**config.mk**
```make
export PLATFORM = sky130hd
export DESIGN_NAME = lslf_ctrl
export DESIGN_NICKNAME = d
export VERILOG_FILES = /design/src/rtl/lslf_pkg.sv /design/src/rtl/lslf_ctrl.sv
export SDC_FILE = /design/constraint.sdc
export NUM_CORES = 1
export LEC_CHECK = 0
export ABC_CLOCK_PERIOD_IN_PS = 2600
export BUFFER_PORTS_ARGS = -buffer_cell sky130_fd_sc_hd__buf_2
export CORE_UTILIZATION = 52
export DETAILED_ROUTE_END_ITERATION = 10
export HOLD_SLACK_MARGIN = 0.12
export PLACE_DENSITY = 0.81
export SYNTH_ARGS = -nofsm -noshare
export SYNTH_HDL_FRONTEND = slang
export SYNTH_SLANG_ARGS = --single-unit
export TNS_END_PERCENT = 1
```
**constraint.sdc**
```tcl
create_clock -name i_clk -period 2.6 [get_ports i_clk]
set_input_delay 0.26 -clock i_clk [delete_from_list [all_inputs] [get_ports i_clk]]
set_output_delay 0.26 -clock i_clk [all_outputs]
set_load 0.02 [all_outputs]
```
**src/rtl/lslf_pkg.sv**
```systemverilog
// shared types and constants for the least-squares line fit block
// no dependencies; imported by every module of the block but lslf_mul

package lslf_pkg;

    localparam int MAX_PAIRS_DEF = 1024;
    localparam int PC_W          = 11;
    localparam int Q_W           = 32;

    // which quotient the divider works on
    localparam logic DIV_A = 1'b0;
    localparam logic DIV_B = 1'b1;

    typedef struct packed {
        logic signed [15:0] x_value;
        logic signed [15:0] y_value;
        logic               last_pair;
    } t_req;

    typedef struct packed {
        logic signed [Q_W-1:0] intercept;
        logic signed [Q_W-1:0] slope;
        logic [PC_W-1:0]       pair_count;
        logic                  singular;
        logic                  overflowed;
    } t_res;

    // product steps of the fit, in issue order
    typedef enum logic [2:0] {
        OP_N_SXX  = 3'd0,
        OP_SX_SX  = 3'd1,
        OP_SY_SXX = 3'd2,
        OP_SX_SXY = 3'd3,
        OP_N_SXY  = 3'd4,
        OP_SX_SY  = 3'd5
    } t_op;

    typedef struct packed {
        logic acc;
        logic publish;
        logic mul_go;
        logic mul_store;
        t_op  op;
        logic div_go;
        logic div_store;
        logic div_sel;
    } t_cmd;

    typedef struct packed {
        logic mul_done;
        logic div_done;
        logic singular;
    } t_sts;

endpackage

```
**src/rtl/lslf_ctrl.sv**
```systemverilog
// controller: sequences accumulation, the six fit products, the two divisions
// (skipped when the denominator is zero) and result publication; uses lslf_pkg

module lslf_ctrl (
    input  logic           i_clk,
    input  logic           i_rst_n,
    input  logic           i_start,
    input  logic           i_last,
    input  lslf_pkg::t_sts i_sts,
    output lslf_pkg::t_cmd o_cmd,
    output logic           o_busy
);

    import lslf_pkg::*;

    typedef enum logic [6:0] {
        S_IDLE     = 7'b0000001,
        S_MUL_GO   = 7'b0000010,
        S_MUL_WAIT = 7'b0000100,
        S_CHECK    = 7'b0001000,
        S_DIV_GO   = 7'b0010000,
        S_DIV_WAIT = 7'b0100000,
        S_DONE     = 7'b1000000
    } t_state;

    t_state r_state, n_state;
    t_op    r_op, n_op;
    logic   r_sel, n_sel;

    always_comb begin
        n_state         = r_state;
        n_op            = r_op;
        n_sel           = r_sel;
        o_cmd           = '0;
        o_cmd.op        = r_op;
        o_cmd.div_sel   = r_sel;
        unique case (r_state)
            S_IDLE: begin
                if (i_start) begin
                    o_cmd.acc = 1'b1;
                    if (i_last) begin
                        n_op    = OP_N_SXX;
                        n_state = S_MUL_GO;
                    end
                end
            end
            S_MUL_GO: begin
                o_cmd.mul_go = 1'b1;
                n_state      = S_MUL_WAIT;
            end
            S_MUL_WAIT: begin
                if (i_sts.mul_done) begin
                    o_cmd.mul_store = 1'b1;
                    if (r_op == OP_SX_SY) begin
                        n_state = S_CHECK;
                    end else begin
                        n_op    = t_op'(r_op + 3'd1);
                        n_state = S_MUL_GO;
                    end
                end
            end
            S_CHECK: begin
                n_sel   = DIV_A;
                n_state = i_sts.singular ? S_DONE : S_DIV_GO;
            end
            S_DIV_GO: begin
                o_cmd.div_go = 1'b1;
                n_state      = S_DIV_WAIT;
            end
            S_DIV_WAIT: begin
                if (i_sts.div_done) begin
                    o_cmd.div_store = 1'b1;
                    if (r_sel == DIV_B) begin
                        n_state = S_DONE;
                    end else begin
                        n_sel   = DIV_B;
                        n_state = S_DIV_GO;
                    end
                end
            end
            S_DONE: begin
                o_cmd.publish = 1'b1;
                n_state       = S_IDLE;
            end
            default: begin
                n_state = S_IDLE;
            end
        endcase
    end

    always_ff @(posedge i_clk) begin
        if (!i_rst_n) begin
            r_state <= S_IDLE;
            r_op    <= OP_N_SXX;
            r_sel   <= DIV_A;
        end else begin
            r_state <= n_state;
            r_op    <= n_op;
            r_sel   <= n_sel;
        end
    end

    assign o_busy = (r_state != S_IDLE);

endmodule

```
== Yosys cells after proc, flatten, opt, wreduce, memory -nomap -nowiden ==
Cells that the tools add are included.

* Bits in registers: 11
* Input port bits: 7
* Output and inout port bits: 11

* $add $sub $neg: 1
* Equal/unequal tests: 14
* Mux-type cells: 24
* Reductions and logical operators: 5

{| class="wikitable"
|+ Operator list
! cell !! number
|-
| $mux W7 || 6
|-
| $pmux W7 S6 || 1
|-
| $mux W3 || 4
|-
| $mux W1 || 10
|-
| $ne A2 B2 Y1 const B || 5
|-
| $eq A7 B1 Y1 const B || 1
|-
| $eq A7 B2 Y1 const B || 1
|-
| $eq A7 B3 Y1 const B || 1
|-
| $eq A7 B4 Y1 const B || 1
|-
| $eq A7 B5 Y1 const B || 1
|-
| $eq A7 B6 Y1 const B || 1
|-
| $eq A7 B7 Y1 const B || 1
|-
| $ne A7 B1 Y1 const B || 1
|-
| $pmux W3 S2 || 1
|-
| $reduce_and A5 Y1 || 1
|-
| $mux W4 || 1
|-
| $reduce_and A4 Y1 || 1
|-
| $reduce_bool A2 Y1 || 2
|-
| $add A3 B1 Y3 const B || 1
|-
| $eq A3 B3 Y1 const B || 1
|-
| $pmux W1 S2 || 1
|-
| $reduce_and A2 Y1 || 1
|}

== Logic depth before layout (Yosys ltp) ==
* Depth after elaboration: 4
* Depth in mapped cells: 6
* Mapped depth without buffers: 6

== Worst setup path before layout ==
OpenSTA, ideal clock, no wires.

* Path kind: register -> output
* Start point: register r_state[6]
* End point: output port o_cmd[6] in the netlist's numbering
* Arrival time: 1.382 ns
* Data required time: 2.340 ns
* Setup slack: 0.958 ns
* Cell stages (with the launch flop): 4
* Path buffers: 0
* Cells stage by stage: dfxtp_1 or4_4 nor3_4 and2_1

{| class="wikitable"
|+ RTL lines
! what !! RTL line !! text
|-
| from (decl) || lslf_ctrl.sv:26 || <nowiki>t_state r_state, n_state;</nowiki>
|-
| from (signal assigned) || lslf_ctrl.sv:97 || <nowiki>r_state <= n_state;</nowiki>
|-
| to (decl) || lslf_ctrl.sv:10 || <nowiki>output lslf_pkg::t_cmd o_cmd,</nowiki>
|}

==> flow_summary.yaml <==
logic_synthesis:
  synth_warnings: 0
  synth-simple-area-share_pct: 35.75
  synth_flop_cell: "dfxtp_1"
  seq_area_frac_synth_pct: 30.40
  muxShareOfSynthArea_pct: 0
  async_flop_share_pct: 0
  synth_cell_types: 41
  yosysTopAreaCell: "dfxtp_1"
  synth_fp_nets: 91
  synth_xor_area_share_pct: 1.209
  synth_top_area_share_pct: 30.40
  synth_top_family_by_area: "simple AND/OR/NAND/NOR gates"
  syn_avg_cell_area_sq_um: 8.835
  ys_seq_elements: 11
  synth_area_sq_um: 724.4
  synth-compound-area-share_pct: 22.80
  yosys-top-cells-area: "dfxtp_1 30%, nor2_1 4.1%, ha_1 3.5%"
  synthAdderAreaFrac_pct: 3.454
  syn_inst: 82
  synth_edf_count: 0
cts:
  insertion_delay_ns: 0.27
  ctsHoldBuffers: 0
  ctsResizeCount: 0
  cts-root-buf: "clkbuf_4"
  cts_inserted_buffers: 3
  clkSinkCount: 11
  cts.clk_slew.worst_paths_ns: 0.07
  clock_path_buffers: 2
  cts_tree: "yes"
  post-cts-setup-buffers: 0
  htree_num_levels: 1
timing:
  relSlewSlack_pct: 73.25
  max_freq_mhz: 488.9
  rsz0062_at_grt: "no"
  finClkSkew_ns: 0.003150
  drv_slew: 0
  hold_viol: 0
  worst_pin_slew_ns: 0.3982
  period_needed_ns: 2.046
  period_share_pct: 78.68
  tns_ns: 0
  timing.final.setup_violations: 0
critical_path:
  worst-endpoint-required_ns: 2.34
  rr_startpoint: "r_state[6]$_SDFFE_PN0P_"
  worstPathArrival_ns: 1.79
  crit_type: "reg2out"
  endpoint_kind: "output port"
  worstSetupStartpointType: "register"
  crit_path_start: "r_state[6]$_SDFFE_PN0P_"
  worstPathMaxFanout: 8
detailed_routing:
  antenna_left: 0
  drtIter0Drc: 23
  finalWirelength_mm: 1.611
  drc: 0
  dr.pass1.iters: 4
  vias: 714
  avgViaCountPerCell: 6.263
  wl_per_cell_microns: 14.13
power:
  ir_drop_mv: 0.3498
  powerDensity_nw_per_um2: 650.8
  p_leak_uw: 0.0004025
global_routing:
  grt_max_degree: 11
  antenna_found_initial: 0
  grt_use_total_pct: 25.96
  grt-ovfl-total: 0
  first_global_vias: 599
  grt_pass1_wl_mm: 2.628
placed_design:
  port_buffers: 17
  gp_congestion: 0.8535
  placed_cell_area_sq_um: 800.8
  place_hpwl_mm: 1.215
status:
  outcome: "complete, no violations"
floorplanning:
  ios: 18
  start_util_pct: 55.67
  coreArea_sq_um: 1301
  fp.dieH_microns: 39.33
  rows: 13
  die_w_microns: 39.33
  die_area_sq_um: 1546
final_layout:
  fin_nets: 109
  final_cell_mix: "17 x buf_2, 11 x dfxtp_1, 8 x nor2_1, 6 x nand2_1, 5 x inv_1"
  diodes: 0
  drive_gt1_share_pct: 32.32
  layout_commonest_cell: "buf_2"
  final_area_sq_um: 827.0
  area_delta_synth_final_pct: 14.16
flow_run:
  maxCapViolations: 0
min_path:
  hp-start: "i_sts[0]"
  hp-class: "in2reg"
==> routing by layer <==
| layer | up-vias | wire length [microns] | global-route usage (%) | part of all wire, % |
|---|---|---|---|---|
| met5 | - | 0 | 0 | 0 |
| met4 | 0 | 21 | 15.52 | 1.3 |
| met3 | 6 | 88 | 7.386 | 5.5 |
| met2 | 23 | 813 | 40.83 | 50 |
| met1 | 344 | 687 | 30.99 | 43 |
| li1 | 341 | - | - | - |
==> path summary, 6_finish.rpt <==
path	to	slack, ns	cells after the start
worst max-delay path	o_cmd[9]	0.55	4
worst min-delay path	r_state[4]$_SDFFE_PN0P_	0.28	3
worst max register to register	r_op[2]$_SDFFE_PN0P_	0.92	4
worst min register to register	r_state[3]$_SDFFE_PN0P_	0.52	2
==> report_power, final <==
part	total [uW]	internal, uW	switching [uW]
Combinational	217	87.4	130
Clock	119	59.5	59.5
Sequential	202	180	22.2
Total	538	327	212
==> area by class of cell <==
type	instances	area (sq um)
inverter	5	18.77
tap	15	18.77
timing repair buffer	17	85.08
multi-input combinational	62	457.9
fill	119	474.2
sequential	11	220.2
clock buffer	4	26.28
==> logic make-up (layout without fill, tap and decap cells) <==
group,Yosys count,in the layout
buffers and inverters,9,26
AO/OA/AOI/OAI,21,21
flip-flops,11,11
XOR/XNOR,1,1
adder cells (fa/ha/maj),2,2
AND/OR/NAND/NOR,38,38
==> per-stage QoR <==
step | utilization, % | hold WS, ns | setup slack [ns] | total power [uW] | std cells
CTS | 63.56 | 0.2793 | 0.5507 | 536.5 | 114
detailed placement | 61.54 | 0.5114 | 0.8528 | 418.7 | 110
global route | 63.56 | 0.2960 | 0.4761 | 569.9 | 114
floorplan | - | 0.4455 | 0.9578 | 372.7 | 82
finish | 63.56 | 0.2837 | 0.5545 | 538.3 | 114
global placement | 61.54 | 0.4996 | 0.8824 | 411.8 | 110
==> synthesized netlist by cell type, types with 2 or more instances <==
library cell,count
nor2b_1,2
inv_1,5
nand4_1,2
ha_1,2
and3_2,2
o211a_1,2
and4b_1,2
nor2_1,8
buf_4,3
a211oi_1,3
nand3_1,3
o22a_1,2
nand2_1,6
a21oi_1,3
dfxtp_1,11
==> worst max-delay path: stages (launching register included) <==
cell	delay [ns]
dfxtp_1	0.38
or4_4	0.61
nor2_4	0.18
and3_2	0.19
buf_2	0.16
==> sequential cells by signal, indices dropped and copies added (netlist names) <==
register	count
r_op	3
r_sel	1
r_state	7
Note: power is estimated with default switching activity, not from simulation.
